===== src/brf_ram.sv =====
// ----------------------------------------------------------------------------
// brf_ram - generic simple dual-port RAM
// One write port, one read port with registered read data.
// ----------------------------------------------------------------------------
module brf_ram #(
    parameter int WIDTH = 8,
    parameter int WORDS = 2
) (
    input  logic                     clk,
    input  logic                     we,
    input  logic [$clog2(WORDS)-1:0] waddr,
    input  logic [WIDTH-1:0]         wdata,
    input  logic                     re,
    input  logic [$clog2(WORDS)-1:0] raddr,
    output logic [WIDTH-1:0]         rdata
);

    logic [WIDTH-1:0] mem_reg [WORDS];
    logic [WIDTH-1:0] rdata_reg;

    always_ff @(posedge clk)
    begin
        if (we)
        begin
            mem_reg[waddr] <= wdata;
        end
        if (re)
        begin
            rdata_reg <= mem_reg[raddr];
        end
    end

    assign rdata = rdata_reg;

endmodule


===== config.mk =====
export PLATFORM = sky130hd
export DESIGN_NAME = brf_ram
export DESIGN_NICKNAME = d
export VERILOG_FILES = /design/src/brf_ram.sv
export SDC_FILE = /design/constraint.sdc
export NUM_CORES = 1
export LEC_CHECK = 0
export BUFFER_PORTS_ARGS = -buffer_cell sky130_fd_sc_hd__buf_2
export CAP_MARGIN = 10
export CORE_MARGIN = 4
export CORE_UTILIZATION = 40
export DETAILED_ROUTE_END_ITERATION = 12
export PLACE_DENSITY_LB_ADDON = 0.1
export SLEW_MARGIN = 10
export SYNTH_ARGS = -nofsm -noshare
export SYNTH_HDL_FRONTEND = slang
export SYNTH_SLANG_ARGS = --single-unit

===== constraint.sdc =====
create_clock -name clk -period 0.9 [get_ports clk]
set_input_delay 0.045 -clock clk [delete_from_list [all_inputs] [get_ports clk]]
set_output_delay 0.045 -clock clk [all_outputs]
set_load 0.005 [all_outputs]

==> out/metrics.yaml <==
grt_first_pass_wirelength_mm: 1.69
setup_viol: 0
total_leakage_power_nw: 0.432
min_period_ps: 896
drv_slew: 0
io_pins: 21
diodes: 0
cts-root-buf: "clkbuf_4"
slowest_delay_ps: 390
critPathKind: "reg -> reg"
ys_seq_elements: 24
place_area_um2: 995
remaining_drc_errors: 0
ir_worst_vdd_mv: 1.14
synth.distinct_cells: 5
vias_per_cell: 4.34
cts_sinks: 24
routed_wl_mm: 1.09
status: "finished clean"
largest_reg_flops: 16
fin_cells: 94
yosysTopAreaCellShare_pct: 83.4
routedWlPerCell_um: 11.6
ant_nets: 0
num_rows: 16
die_h_um: 54.5
antenna_found_initial: 0
grt-ovfl-total: 0
dp_cells: 82
ctsLongestPathBuffers: 2
finalCritPeriodShare_pct: 99.6
total_power_mw: 1.96
arrival_ps: 960
nFillCells: 167
hold_class: "in -> reg"
slowest_stage: "edfxtp_1"
maxCapViolations: 0
place_congestion: 0.641
critPathMaxFanout: 1
synth_area_leader_cell: "edfxtp_1"
worstRegToRegCells: 1
rsz0062_at_grt: "true"
r2r_end: "rdata[3]$_DFFE_PP_"
cts_tree: "done"
nets: 81
hold_depth: 1
reg2reg_slack_ps: 4
powerDensity_nw_per_um2: 1780
final-hold-violation-count: 0
yosysWarnings: 0
clk_latency_ps: 300
dr.pass1.iters: 3
grt_pass1_vias: 395
area_growth_pct: 27.4
cts.clk_slew.worst_paths_ps: 120
die_w_um: 54.5
start_util_pct: 43.2
cp.required_ps: 960
skew_ps: 2.06
synth_area_per_cell_um2: 24.7
fin_area_um2: 1100
worstHoldStart: "re"
r2r-start: "mem_reg[0][3]$_DFFE_PP_"
holdPathEnd: "rdata[7]$_DFFE_PP_"
path_buf_inv: 0
yosysSeqAreaShare_pct: 83.4
synth_fp_nets: 48
netlist_instances: 35
slew_headroom_pct: 76.1
cp_cell_sequence: "mux2_4"
h-tree-depth: 1
cp-start-kind: "register"
port_buffers: 20
drtIter0Drc: 9
clock.fmax_ghz: 1.12
grt.total_usage_pct: 8.54
worstMarginPinSlew_ps: 359
grt_max_degree: 14
cp-end-kind: "register"
dieArea_um2: 2970
drive_gt1_share_pct: 47.8
synth_area_leaders: "edfxtp_1 (83%), mux2_4 (14%), buf_6 (1.3%)"
syn_area_um2: 865
place_ws_ps: 10.2
cp_top_family: "flip-flops"
finalWorstSetupSlack_ps: 3.86
coreArea_um2: 2000
vias: 408
cts_buffers: 3
timing.hold.ws_ps: 71.1
ctsResizeCount: 0
==> placed cells by master, fill, tap and decap left out <==
cell type	netlist	final
and2_1	1	1
mux2_4	8	8
buf_2	0	20
clkinv_1	0	1
buf_4	0	1
edfxtp_1	24	24
clkbuf_4	0	3
dlygate4sd3_1	0	8
nor2b_1	1	1
==> cell families after synthesis <==
| kind of cell | share of synthesized area [%] |
|---|---|
| and+or+nand+nor | 1.45 |
| buffers and inverters | 1.30 |
| DFF | 83.4 |
| muxes | 13.9 |
==> cell type report <==
class	instances	area, um^2	area share [%]
multi-input cells	10	133	12.0
repair buffers	29	188	17.0
clock inverters	1	3.75	0.341
flip-flops and latches	24	721	65.5
well taps	27	33.8	3.07
clock buffers	3	22.5	2.05
==> cells in the mapped netlist, drive strengths merged <==
cell type	n
edfxtp	24
and2	1
nor2b	1
mux2	8
buf	1
==> power by group <==
group          switching (mW)  internal [mW]
sequential             0.0176           1.32
combinational          0.0635          0.110
clock                   0.285          0.161
==> through the flow <==
step	setup TNS (ps)	util, %
2_1_floorplan	0	-
5_1_grt	-91.7	55.0
4_1_cts	-5.10	55.0
6_report	0	55.0
3_5_place_dp	0	49.7
3_3_place_gp	0	49.7
==> repair_timing <==
| action | 4_1_cts | 5_1_grt |
|---|---|---|
| endpoints found under the setup margin | 2 | 10 |
| hold buffers | 8 | 0 |
| endpoints found under the hold margin | 16 | 0 |
| pin swaps | 0 | 0 |
| buffers inserted | 0 | 0 |
==> worst max-delay path by stage <==
stage,from,end,slack (ps),cells after the start
after floorplan,mem_reg[0][0]$_DFFE_PP_,rdata[0]$_DFFE_PP_,50,1
after global placement,mem_reg[0][2]$_DFFE_PP_,rdata[2]$_DFFE_PP_,30,1
after detailed placement,mem_reg[0][7]$_DFFE_PP_,rdata[7]$_DFFE_PP_,10,1
after CTS,mem_reg[0][7]$_DFFE_PP_,rdata[7]$_DFFE_PP_,-3,1
after global routing,mem_reg[0][3]$_DFFE_PP_,rdata[3]$_DFFE_PP_,-20,1
final,mem_reg[0][3]$_DFFE_PP_,rdata[3]$_DFFE_PP_,4,1
==> routing by layer <==
metal,vias up,track usage [%],part of all wire [%]
met5,-,0,0
met4,0,4.98,0
met3,0,2.72,9.3
met2,15,13.7,50
met1,193,9.95,40
li1,200,-,-
Note: power is estimated with default switching activity, not from simulation.
