[src/brf_pkg.sv]
// ----------------------------------------------------------------------------
// brf_pkg - shared definitions for the byte ring FIFO
// Field widths, command codes, register map and sizing helpers.
// ----------------------------------------------------------------------------
package brf_pkg;

    localparam int DEPTH_DEF  = 1024;
    localparam int LANES_DEF  = 8;
    localparam int LANES_MAX  = 8;

    localparam int CMD_W      = 2;
    localparam int LEN_W      = 4;
    localparam int DATA_W     = 64;
    localparam int CAP_W      = 11;
    localparam int CAP_MIN    = 8;
    localparam logic [CAP_W-1:0] CAP_RESET = 11'd1024;

    localparam int PADDR_W    = 1;
    localparam int PDATA_W    = 32;
    localparam logic [PADDR_W-1:0] REG_CAPACITY = 1'b0;

    localparam int BYTE_IDX_W = $clog2(LANES_MAX);

    typedef enum logic [CMD_W-1:0] {
        CMD_WRITE = 2'd0,
        CMD_READ  = 2'd1,
        CMD_ROOM  = 2'd2,
        CMD_CLEAR = 2'd3
    } cmd_t;

    typedef struct packed {
        logic                  is_read;
        logic [LEN_W-1:0]      done_len;
        logic [BYTE_IDX_W-1:0] start_bank;
    } meta_t;

    function automatic int pow2_at_least(input int n, input int floor_val);
        int p;
        begin
            p = floor_val;
            while (p < n)
            begin
                p = p * 2;
            end
            return p;
        end
    endfunction

    // power-of-two bank count, at least two so a bank index always has a bit
    function automatic int bank_count(input int lanes);
        begin
            return pow2_at_least(lanes, 2);
        end
    endfunction

endpackage

[src/brf_align.sv]
// ----------------------------------------------------------------------------
// brf_align - read alignment and result register
// Rotates bank read data into stream order, masks it, holds the result.
// ----------------------------------------------------------------------------
module brf_align #(
    parameter int BANKS = 8,
    parameter int CNT_W = 11
) (
    input  logic                        clk,
    input  logic                        rst_n,
    input  logic                        accept,
    output logic                        in_ready,
    input  brf_pkg::meta_t              meta_next,
    input  logic [CNT_W-1:0]            fill_next,
    input  logic [BANKS-1:0][7:0]       rd_byte,
    input  logic                        out_ready,
    output logic                        out_valid,
    output logic [brf_pkg::LEN_W-1:0]   done_len,
    output logic [brf_pkg::DATA_W-1:0]  read_data,
    output logic [CNT_W-1:0]            fill_level
);
    import brf_pkg::*;

    localparam int BB = $clog2(BANKS);

    logic              s1_valid_reg, s1_valid_next;
    logic              out_valid_reg, out_valid_next;
    meta_t             meta_reg;
    logic [CNT_W-1:0]  fill_s1_reg;
    logic [LEN_W-1:0]  done_reg;
    logic [DATA_W-1:0] rdata_reg, rdata_next;
    logic [CNT_W-1:0]  fill_reg;
    logic              s1_move;
    logic [BB-1:0]     bsel [LANES_MAX];

    assign s1_move  = s1_valid_reg && (!out_valid_reg || out_ready);
    assign in_ready = !s1_valid_reg || !out_valid_reg || out_ready;

    always_comb
    begin
        s1_valid_next = accept ? 1'b1 : (s1_move ? 1'b0 : s1_valid_reg);
        if (s1_move)
        begin
            out_valid_next = 1'b1;
        end
        else if (out_ready)
        begin
            out_valid_next = 1'b0;
        end
        else
        begin
            out_valid_next = out_valid_reg;
        end
    end

    // oldest byte comes from the bank at the read pointer
    always_comb
    begin
        for (int i = 0; i < LANES_MAX; i++)
        begin
            bsel[i] = meta_reg.start_bank[BB-1:0] + BB'(i);
            if (meta_reg.is_read && (LEN_W'(i) < meta_reg.done_len))
            begin
                rdata_next[8*i +: 8] = rd_byte[bsel[i]];
            end
            else
            begin
                rdata_next[8*i +: 8] = 8'h00;
            end
        end
    end

    always_ff @(posedge clk or negedge rst_n)
    begin
        if (!rst_n)
        begin
            s1_valid_reg  <= 1'b0;
            out_valid_reg <= 1'b0;
        end
        else
        begin
            s1_valid_reg  <= s1_valid_next;
            out_valid_reg <= out_valid_next;
        end
    end

    always_ff @(posedge clk)
    begin
        if (accept)
        begin
            meta_reg    <= meta_next;
            fill_s1_reg <= fill_next;
        end
        if (s1_move)
        begin
            done_reg  <= meta_reg.done_len;
            rdata_reg <= rdata_next;
            fill_reg  <= fill_s1_reg;
        end
    end

    assign out_valid  = out_valid_reg;
    assign done_len   = done_reg;
    assign read_data  = rdata_reg;
    assign fill_level = fill_reg;

endmodule

[config.mk]
export PLATFORM = sky130hd
export DESIGN_NAME = brf_align
export DESIGN_NICKNAME = d
export VERILOG_FILES = /design/src/brf_pkg.sv /design/src/brf_align.sv
export SDC_FILE = /design/constraint.sdc
export NUM_CORES = 1
export LEC_CHECK = 0
export ABC_AREA = 1
export BUFFER_PORTS_ARGS = -buffer_cell sky130_fd_sc_hd__buf_2
export CAP_MARGIN = 30
export CORE_MARGIN = 8
export CORE_UTILIZATION = 52
export CTS_CLUSTER_SIZE = 16
export DETAILED_ROUTE_END_ITERATION = 6
export GPL_TIMING_DRIVEN = 0
export PLACE_DENSITY = 0.88
export SLEW_MARGIN = 40
export SYNTH_ARGS = -nofsm -noshare
export SYNTH_HDL_FRONTEND = slang
export SYNTH_SLANG_ARGS = --single-unit
[constraint.sdc]
create_clock -name clk -period 6.5 [get_ports clk]
set_input_delay 1.3 -clock clk [delete_from_list [all_inputs] [get_ports clk]]
set_output_delay 1.3 -clock clk [all_outputs]
set_load 0.01 [all_outputs]
==> results.md <==
* Outcome: finished clean
* Worst-path clk slew at 0.07 ns
* First-pass GRT wire length at 30170 um
* Distinct cells, synth at 29
* Placed Area at 7002 um2
* Hold crit path type: register to register
* Detailed Route Iter0 Violations at 765
* Avg Vias per Cell at 5.568
* R2r endpoint: read_data[42]$_SDFFCE_PN0P_
* CP max stage delay at 0.16 ns
* DRC viols at 0
* WHS Path Cells at 0
* Most instantiated cells after synthesis: nand2_1 (317), nand3_1 (126), edfxtp_1 (98), nor2_1 (90), a21oi_1 (34)
* Top post-synthesis cells by area: edfxtp_1 (50%), nand2_1 (20%), nand3_1 (11%)
* Antenna diodes at 0
* Fin util at 64.72%
* HPWL after detailed placement at 16250 um
* Max reg flops at 64
* # rows at 39
* Setup Buffers After CTS at 0
* Global Route Usage Sum at 26.50%
* Worst-Skew Late Latency at 0.36 ns
* Syn Std Cell Area at 5916 um2
* Resize count post-CTS at 0
* Grt ovf at 0
* Antenna viol nets, final at 0
* Syn Area/Cell at 7.909 um2
* Share of cells above drive strength 1 at 25.13%
* Placed cells at 1062
* Top-count cell post-synth: nand2_1
* Largest area contributor in the netlist: edfxtp_1
* Worst-path fanout max at 3
* R2r startpoint: meta_reg[1]$_DFFE_PP_
* CTS tree: done
* Die X at 122.7 um
* Clock skew at 0.007563 ns
* Die Y at 122.7 um
* Final instance area at 7296 um2
* Mapped Cells at 748
* Post-synth top area share at 49.75%
* R2r setup slk at 3.93 ns
* VDD IR max at 189.8 uV
* Leakage at 3.499 nW
* Setup Viol. Count Final at 0
* Crit end category: output pin
* Router iterations before antenna repair at 6
* Slew Limit Fails at 0
* GPL Wtd Cong at 1.027
* Pwr dens at 264.0 nW/um2
* Core area at 11270 um2
* Flops & latches, synth at 100
* I/O pin count at 168
* Critical Path RT at 5.20 ns
* Input/output buffers at 167
* Worst hold endpoint: fill_level[9]$_DFFE_PP_
* R2R cell count at 9
* Post-synth ARST share at 2.000%
* Htree depth at 3
* Non-filler cells, final at 1078
* Clock Tree Buf Depth at 2
* Nets@finish at 1019
* Slew Limit Headroom at 46.33%
* Number of synthesis warnings at 0
* Register area share after synthesis at 50.59%
* Max_cap viols at 0
* Ys flop type: edfxtp_1
* Initial Utilization at 52.48%
* RSZ-0062 raised after global routing: no
* HP Start: fill_s1_reg[9]$_DFFE_PP_
* Fin Hold WS at 0.4195 ns
* Synthesized net count at 837
* Vias in the first global route at 5609
* Final wirelength at 20200 um
* Tightest Pin Transition at 0.7997 ns
* Initial antenna violation count at 0
* Root Buffer: clkbuf_16
* Most used cell, CP: buf_2
* Crit path cell chain: buf_2 > inv_1 > nand3_1 > buf_2
* Total power draw at 0.001926 W
* Setup crit start kind: input port
* Die ar. at 15050 um2
* Number of synthesized flops with an enable pin at 98
* CP max-delay cell: buf_2
* WL per Instance at 18.74 um
* Largest net degree at the start of global routing at 21
* Maximum clock frequency at 0.3259 GHz
* Vias at 6002
* CP arrival at 1.77 ns
* CTS Hold Bufs at 0
* CTS buffer count at 9
* Area grow syn2layout at 23.33%
* Final hold vios at 0
* Sink Count at 100
* Critical setup path kind: input port to output pin
* Final Critical Period at 3.069 ns
* Tcrit/Tclk final at 47.21%
==> critical path, delay by kind of cell <==
family | cells | cell delay [ns]
buffers and inverters | 3 | 0.37
and+or+nand+nor | 1 | 0.10
==> per-stage QoR <==
step / setup slack [ns] / TNS [ns]
detailed placement: 3.420 / 0
global placement: -0.5937 / -46.13
CTS: 3.419 / 0
floorplan: 0.7913 / 0
global route: 3.371 / 0
finish: 3.431 / 0
==> layer usage <==
| layer | GRT usage (%) | wire (um) |
|---|---|---|
| met4 | 12.57 | 753 |
| met1 | 33.81 | 7900 |
| met5 | 0 | 0 |
| met2 | 42.47 | 9584 |
| met3 | 5.336 | 1965 |
==> power breakdown <==
group          internal [W]  leakage, nW  switching [W]  total (W)
Clock              0.000268        0.137       0.000262   0.000531
Sequential         0.000798        0.986      0.0000195   0.000818
Combinational      0.000197         2.38       0.000382   0.000578
Total               0.00126         3.50       0.000663    0.00193
==> area by class of cell <==
cell class	instances	area, um2
Multi-Input combinational cell	597	2635
Tap cell	143	178.9
Buffer	38	240.2
Inverter	13	58.81
Sequential cell	100	2993
Clock inverter	7	68.82
Clock buffer	9	225.2
Timing Repair Buffer	171	895.9
Fill cell	968	3976
==> placed cells by master, fill, tap and decap left out, types with 3 or more instances in the layout <==
| cell | n |
|---|---|
| nand3_2 | 8 |
| and2_1 | 5 |
| inv_1 | 9 |
| edfxtp_1 | 98 |
| buf_8 | 5 |
| and2_0 | 5 |
| buf_6 | 5 |
| nand2_1 | 317 |
| buf_2 | 187 |
| nand3_1 | 126 |
| nor2_1 | 90 |
| clkbuf_1 | 8 |
| inv_6 | 3 |
| a21oi_1 | 33 |
| clkbuf_16 | 9 |
==> cell families (layout without fill, tap and decap cells) <==
family | Yosys count | after routing | share of synthesized area, %
AND/OR/NAND/NOR | 556 | 556 | 40.06
adder cells (fa/ha/maj) | 2 | 2 | 0.4229
XOR/XNOR | 2 | 2 | 0.7404
flip-flops | 100 | 100 | 50.59
buffers and inverters | 51 | 238 | 5.055
AO/OA/AOI/OAI | 37 | 37 | 3.130
==> worst max-delay path by stage <==
stage	start	to	slack, ns	depth (start not counted)
4_1_cts	out_ready	in_ready	3.42	4
5_1_grt	out_ready	in_ready	3.37	4
2_1_floorplan	out_ready	done_len[0]$_DFFE_PP_	0.79	2
3_5_place_dp	out_ready	in_ready	3.42	4
6_report	out_ready	in_ready	3.43	4
3_3_place_gp	out_ready	read_data[13]$_SDFFCE_PN0P_	-0.59	3
No activity file was read; power rests on OpenSTA's default activity.
