## src/brf_pkg.sv

```systemverilog
// ----------------------------------------------------------------------------
// brf_pkg - shared definitions for the byte ring FIFO
// Field widths, command codes, register map and sizing helpers.
// ----------------------------------------------------------------------------
package brf_pkg;

    localparam int DEPTH_DEF  = 1024;
    localparam int LANES_DEF  = 8;
    localparam int LANES_MAX  = 8;

    localparam int CMD_W      = 2;
    localparam int LEN_W      = 4;
    localparam int DATA_W     = 64;
    localparam int CAP_W      = 11;
    localparam int CAP_MIN    = 8;
    localparam logic [CAP_W-1:0] CAP_RESET = 11'd1024;

    localparam int PADDR_W    = 1;
    localparam int PDATA_W    = 32;
    localparam logic [PADDR_W-1:0] REG_CAPACITY = 1'b0;

    localparam int BYTE_IDX_W = $clog2(LANES_MAX);

    typedef enum logic [CMD_W-1:0] {
        CMD_WRITE = 2'd0,
        CMD_READ  = 2'd1,
        CMD_ROOM  = 2'd2,
        CMD_CLEAR = 2'd3
    } cmd_t;

    typedef struct packed {
        logic                  is_read;
        logic [LEN_W-1:0]      done_len;
        logic [BYTE_IDX_W-1:0] start_bank;
    } meta_t;

    function automatic int pow2_at_least(input int n, input int floor_val);
        int p;
        begin
            p = floor_val;
            while (p < n)
            begin
                p = p * 2;
            end
            return p;
        end
    endfunction

    // power-of-two bank count, at least two so a bank index always has a bit
    function automatic int bank_count(input int lanes);
        begin
            return pow2_at_least(lanes, 2);
        end
    endfunction

endpackage

```

## src/brf_ctrl.sv

```systemverilog
// ----------------------------------------------------------------------------
// brf_ctrl - pointer, count and register control
// Capacity register, command decode, pointer/count update, bank addressing.
// ----------------------------------------------------------------------------
module brf_ctrl #(
    parameter int DEPTH = brf_pkg::DEPTH_DEF,
    parameter int LANES = brf_pkg::LANES_DEF,
    parameter int BANKS = brf_pkg::bank_count(LANES),
    parameter int ROWS  = brf_pkg::pow2_at_least((DEPTH + BANKS - 1) / BANKS, 2),
    parameter int CNT_W = brf_pkg::CAP_W
) (
    input  logic                                clk,
    input  logic                                rst_n,
    input  logic                                psel,
    input  logic                                penable,
    input  logic                                pwrite,
    input  logic [brf_pkg::PADDR_W-1:0]         paddr,
    input  logic [brf_pkg::PDATA_W-1:0]         pwdata,
    output logic [brf_pkg::PDATA_W-1:0]         prdata,
    output logic                                pready,
    input  logic                                accept,
    input  logic [brf_pkg::CMD_W-1:0]           cmd,
    input  logic [brf_pkg::LEN_W-1:0]           len,
    input  logic [brf_pkg::DATA_W-1:0]          write_data,
    output logic [BANKS-1:0]                    wr_en,
    output logic [BANKS-1:0][$clog2(ROWS)-1:0]  wr_row,
    output logic [BANKS-1:0][7:0]               wr_byte,
    output logic [BANKS-1:0][$clog2(ROWS)-1:0]  rd_row,
    output brf_pkg::meta_t                      meta_next,
    output logic [CNT_W-1:0]                    fill_next
);
    import brf_pkg::*;

    localparam int BB    = $clog2(BANKS);
    localparam int RW    = $clog2(ROWS);
    localparam int PTR_W = BB + RW;
    localparam int DW    = $clog2(DEPTH + 1);
    localparam int CW    = (DW > CAP_W) ? DW : CAP_W;
    localparam int CAP_EFF_RST = (int'(CAP_RESET) > DEPTH) ? DEPTH : int'(CAP_RESET);

    logic [CAP_W-1:0] cap_reg, cap_next;
    logic [CNT_W-1:0] cap_eff_reg, cap_eff_next;
    logic [PTR_W-1:0] rp_reg, rp_next;
    logic [PTR_W-1:0] wp_reg, wp_next;
    logic [CNT_W-1:0] held_reg, held_next;

    logic             cfg_wr;
    logic [CW-1:0]    cap_in;
    logic [CW-1:0]    cap_clamp;
    logic [CNT_W-1:0] free_cnt;
    logic [CNT_W-1:0] len_cnt;
    logic [CNT_W-1:0] need;
    logic [CNT_W-1:0] drop;
    logic             len_ok;
    logic             wr_ok;
    logic             rd_ok;
    logic             room_ok;
    logic             clr;
    logic [BB-1:0]    wp_bank;
    logic [BB-1:0]    rp_bank;
    logic [RW-1:0]    wp_row;
    logic [RW-1:0]    rp_row;
    logic [BB-1:0]    lane [BANKS];
    logic [7:0]       wbytes [LANES_MAX];

    assign pready = 1'b1;
    assign prdata = (paddr == REG_CAPACITY) ? PDATA_W'(cap_reg) : '0;

    always_comb
    begin
        cfg_wr = psel && penable && pwrite && (paddr == REG_CAPACITY);
        cap_in = CW'(pwdata[CAP_W-1:0]);
        if (cap_in < CW'(CAP_MIN))
        begin
            cap_clamp = CW'(CAP_MIN);
        end
        else if (cap_in > CW'(DEPTH))
        begin
            cap_clamp = CW'(DEPTH);
        end
        else
        begin
            cap_clamp = cap_in;
        end
        cap_next     = cfg_wr ? pwdata[CAP_W-1:0] : cap_reg;
        cap_eff_next = cfg_wr ? CNT_W'(cap_clamp) : cap_eff_reg;
    end

    always_comb
    begin
        free_cnt = (held_reg <= cap_eff_reg) ? cap_eff_reg - held_reg : '0;
        len_cnt  = CNT_W'(len);
        len_ok   = (len != '0) && (len <= LEN_W'(LANES));
        wr_ok    = accept && (cmd == CMD_WRITE) && len_ok && (len_cnt <= free_cnt);
        rd_ok    = accept && (cmd == CMD_READ) && len_ok && (len_cnt <= held_reg);
        room_ok  = accept && (cmd == CMD_ROOM) && len_ok && (len_cnt > free_cnt);
        clr      = accept && (cmd == CMD_CLEAR);
        need     = len_cnt - free_cnt;
        drop     = (need > held_reg) ? held_reg : need;
    end

    always_comb
    begin
        rp_next   = rp_reg;
        wp_next   = wp_reg;
        held_next = held_reg;
        if (cfg_wr || clr)
        begin
            rp_next   = '0;
            wp_next   = '0;
            held_next = '0;
        end
        else if (wr_ok)
        begin
            wp_next   = wp_reg + PTR_W'(len);
            held_next = held_reg + len_cnt;
        end
        else if (rd_ok)
        begin
            rp_next   = rp_reg + PTR_W'(len);
            held_next = held_reg - len_cnt;
        end
        else if (room_ok)
        begin
            rp_next   = rp_reg + PTR_W'(drop);
            held_next = held_reg - drop;
        end
    end

    assign fill_next            = held_next;
    assign meta_next.is_read    = rd_ok;
    assign meta_next.done_len   = (wr_ok || rd_ok) ? len : '0;
    assign meta_next.start_bank = BYTE_IDX_W'(rp_reg[BB-1:0]);

    // byte at ring position p sits in bank p mod BANKS, row p / BANKS
    always_comb
    begin
        wp_bank = wp_reg[BB-1:0];
        wp_row  = wp_reg[PTR_W-1:BB];
        rp_bank = rp_reg[BB-1:0];
        rp_row  = rp_reg[PTR_W-1:BB];
        for (int j = 0; j < LANES_MAX; j++)
        begin
            wbytes[j] = write_data[8*j +: 8];
        end
        for (int b = 0; b < BANKS; b++)
        begin
            lane[b]    = BB'(b) - wp_bank;
            wr_en[b]   = wr_ok && (LEN_W'(lane[b]) < len);
            wr_byte[b] = wbytes[BYTE_IDX_W'(lane[b])];
            wr_row[b]  = (BB'(b) < wp_bank) ? wp_row + RW'(1) : wp_row;
            rd_row[b]  = (BB'(b) < rp_bank) ? rp_row + RW'(1) : rp_row;
        end
    end

    always_ff @(posedge clk or negedge rst_n)
    begin
        if (!rst_n)
        begin
            cap_reg     <= CAP_RESET;
            cap_eff_reg <= CNT_W'(CAP_EFF_RST);
            rp_reg      <= '0;
            wp_reg      <= '0;
            held_reg    <= '0;
        end
        else
        begin
            cap_reg     <= cap_next;
            cap_eff_reg <= cap_eff_next;
            rp_reg      <= rp_next;
            wp_reg      <= wp_next;
            held_reg    <= held_next;
        end
    end

endmodule

```

## config.mk

```make
export PLATFORM = sky130hd
export DESIGN_NAME = brf_ctrl
export DESIGN_NICKNAME = d
export VERILOG_FILES = /design/src/brf_pkg.sv /design/src/brf_ctrl.sv
export SDC_FILE = /design/constraint.sdc
export NUM_CORES = 1
export LEC_CHECK = 0
export ABC_AREA = 1
export BUFFER_PORTS_ARGS = -buffer_cell sky130_fd_sc_hd__buf_2
export CAP_MARGIN = 20
export CORE_MARGIN = 2
export CORE_UTILIZATION = 55
export CTS_BUF_LIST = sky130_fd_sc_hd__clkbuf_8
export DETAILED_ROUTE_END_ITERATION = 12
export PLACE_DENSITY_LB_ADDON = 0.05
export SLEW_MARGIN = 20
export SYNTH_ARGS = -nofsm -noshare
export SYNTH_HDL_FRONTEND = slang
export SYNTH_SLANG_ARGS = --single-unit
export TNS_END_PERCENT = 100
```

## constraint.sdc

```tcl
create_clock -name clk -period 16.05 [get_ports clk]
set_input_delay 0.8025 -clock clk [delete_from_list [all_inputs] [get_ports clk]]
set_output_delay 0.8025 -clock clk [all_outputs]
set_load 0.03 [all_outputs]
```

==> impl_metrics.yaml <==
sta:
  hold_violations: 0
  fin_crit_sh_pct: 52.1
  relSlewSlack_pct: 37.6
  skew_ns: 0.0138
  worst_pin_slew_ns: 0.936
  rsz0062_at_grt: "false"
  hold_slack_ns: 0.513
  setup_tns_ns: 0
  slew_viol_final: 0
  setup_viol: 0
  post-route-min-period_ns: 8.37
  fmax_mhz: 120
critical_path:
  crit_path_max_fanout: 14
  r2r_start: "held_reg[7]$_DFF_PN0_"
  startpoint_type: "flop"
  endpoint_kind: "primary output"
  crit_path_frequent_cell: "nand2_1"
  cp.arrival_ns: 7.57
  slowest_delay_ns: 0.49
  timing.setup.critical_path_class: "reg2out"
  required_ns: 15.25
  cp-startpoint: "held_reg[7]$_DFF_PN0_"
  cp_slowest_cell: "dfrtp_1"
synth:
  synth_compound_area_share_pct: 22.6
  synth.avg_cell_area_um2: 5.73
  synth_cell_types: 44
  async_flop_share_pct: 100
  yosys.area_share.xor_xnor_pct: 4.94
  synthMuxAreaShare_pct: 0
  synth-simple-area-share_pct: 33.2
  yosysSeqAreaShare_pct: 14.4
  synth_top_family_by_area: "simple AND/OR/NAND/NOR gates"
  synth_edf_count: 0
  synth_adder_area_share_pct: 12.4
  ys.flop_type: "dfrtp_1"
  ys_ff_latch: 53
  syn_area_um2: 9230
  syn-instance-count: 1611
  yosys_warnings: 0
route:
  m1WireLength_um: 13300
  dr_wl_met2_um: 13600
  drtIter0Drc: 775
  firstDrtPassIters: 8
  ant_nets: 0
  maxUsedRoutingLayer: "met4"
  route.detailed.drc: 0
  dr_wl_met3_um: 2580
  wl_um: 30200
  wl_per_cell_um: 14.5
  vias_per_cell: 5.38
  vias: 11237
grt:
  grt_pass1_wl_um: 48100
  grt_pass1_vias: 9749
  grtUsageTotal_pct: 32.6
  antenna_found_initial: 5
  grt_max_degree: 71
  overflow: 0
floorplan:
  coreArea_um2: 16500
  initial_core_util_pct: 56.0
  die_w_um: 134
  die_h_um: 134
  die_area_um2: 17800
  rows: 47
  io_pins: 345
placed_design:
  hpwl_um: 24000
  io_buffers: 301
  dpl_cell_area_um2: 10700
  globalplace.congestion: 0.963
finish:
  fin_area_um2: 10800
  area_growth_pct: 17.4
  regArea_um2: 1330
  fill_cells: 1661
  nets: 2059
  final_core_util_pct: 65.8
  drive_gt1_share_pct: 19.0
  multi_input_area_um2: 6840
clock_network:
  htreeDepth: 2
  tritoncts: "done"
  path_clk_slew_ns: 0.10
  cts-root-buf: "clkbuf_8"
  cts_num_sinks: 53
  cts_setup_buffers: 0
  cts_hold_buffers: 0
  cts_inserted_buffers: 5
  cts_resized: 0
  clockBufferDepth: 2
  clk_latency_ns: 0.32
outcome:
  outcome: "completed"
flow_run:
  drv_cap: 0
worst_hold_path:
  holdCritStartpoint: "cap_eff_reg[10]$_DFFE_PN1P_"
  worstHoldPathType: "reg2reg"
[cell usage after synthesis, drive strengths merged (2+ instances only)]
library cell | count | area [um^2]
inv | 182 | 683
clkbuf | 52 | 195
clkinv | 9 | 33.8
nor4 | 4 | 25.0
nand3b | 4 | 30.0
o31ai | 4 | 30.0
buf | 33 | 228
nand2 | 555 | 2120
a21oi | 65 | 344
o21bai | 9 | 67.6
o32ai | 3 | 26.3
nand3 | 68 | 360
a21o | 3 | 22.5
a31oi | 6 | 43.8
dfrtp | 51 | 1280
dfstp | 2 | 52.6
nand4 | 10 | 62.6
o211ai | 5 | 37.5
nor2 | 88 | 360
fa | 8 | 160
o22ai | 16 | 100
xnor2 | 10 | 87.6
conb | 2 | 7.51
or2 | 5 | 33.8
o21ai | 279 | 1400
nor3 | 15 | 75.1
xor2 | 42 | 368
ha | 79 | 988
[final timing paths]
check / to / slack [ns] / cells past startpoint
setup / recovery: fill_next[8] / 7.68 / 41
hold / removal: cap_eff_reg[10]$_DFFE_PN1P_ / 0.51 / 2
setup reg to reg: rp_reg[9]$_DFFE_PN0P_ / 8.80 / 42
hold reg to reg: cap_eff_reg[10]$_DFFE_PN1P_ / 0.51 / 2
max in group asynchronous: wp_reg[0]$_DFFE_PN0P_ / 14.93 / 2
min in group asynchronous: cap_eff_reg[8]$_DFFE_PN0P_ / 0.59 / 2
[metrics by stage]
step                      std cells  setup WS (ns)
after detailed placement       2076           8.16
after floorplan                1631           9.19
final                          2089           7.68
after global placement         2076           8.24
after CTS                      2084           7.78
after global routing           2089           6.81
[critical path: cells and delay by family (launching register included)]
family / cells / cell delay [ns]
adders and majority gates: 4 / 1.35
buffers and inverters: 7 / 1.01
DFF: 1 / 0.49
AOI/OAI and AO/OA: 9 / 1.82
and+or+nand+nor: 21 / 2.52
[final cells by class]
| type | instances | area share [%] |
|---|---|---|
| multi-input combinational | 1302 | 63.1 |
| timing repair buffer | 310 | 14.5 |
| sequential | 53 | 12.3 |
| inverter | 191 | 6.62 |
| tap | 220 | 2.54 |
| clock buffer | 5 | 0.635 |
| clock inverter | 3 | 0.127 |
| antenna | 5 | 0.116 |
[cells by family (layout without fill, tap and decap cells)]
| family | Yosys count | count (layout) |
|---|---|---|
| other | 2 | 27 |
| adder cells (fa/ha/maj) | 87 | 87 |
| AO/OA/AOI/OAI | 392 | 392 |
| flip-flops | 53 | 53 |
| buffers and inverters | 276 | 509 |
| XOR/XNOR | 52 | 52 |
| AND/OR/NAND/NOR | 749 | 749 |
[layer usage]
layer | vias to the layer above | global-route usage (%)
met5 | - | 0
met4 | 0 | 9.28
met3 | 54 | 4.87
met2 | 521 | 52.3
met1 | 4983 | 45.7
li1 | 5679 | -
[placed cells by master, fill, tap and decap left out, types with 6 or more instances in the layout]
cell type,count
inv_2,6
xor2_1,42
nand2_2,7
xnor2_1,10
o22ai_1,16
nand2_1,546
nand4_1,10
dfrtp_1,50
nand3_1,64
a21oi_1,62
o21ai_0,273
ha_1,79
conb_1,22
o21ai_1,6
nor2_1,82
buf_2,301
o21bai_1,9
nor3_1,14
buf_4,9
clkinv_1,8
fa_1,8
inv_1,178
Power is not shown: default switching activity piles up to over one toggle a cycle in this logic, so the estimate is an artifact.
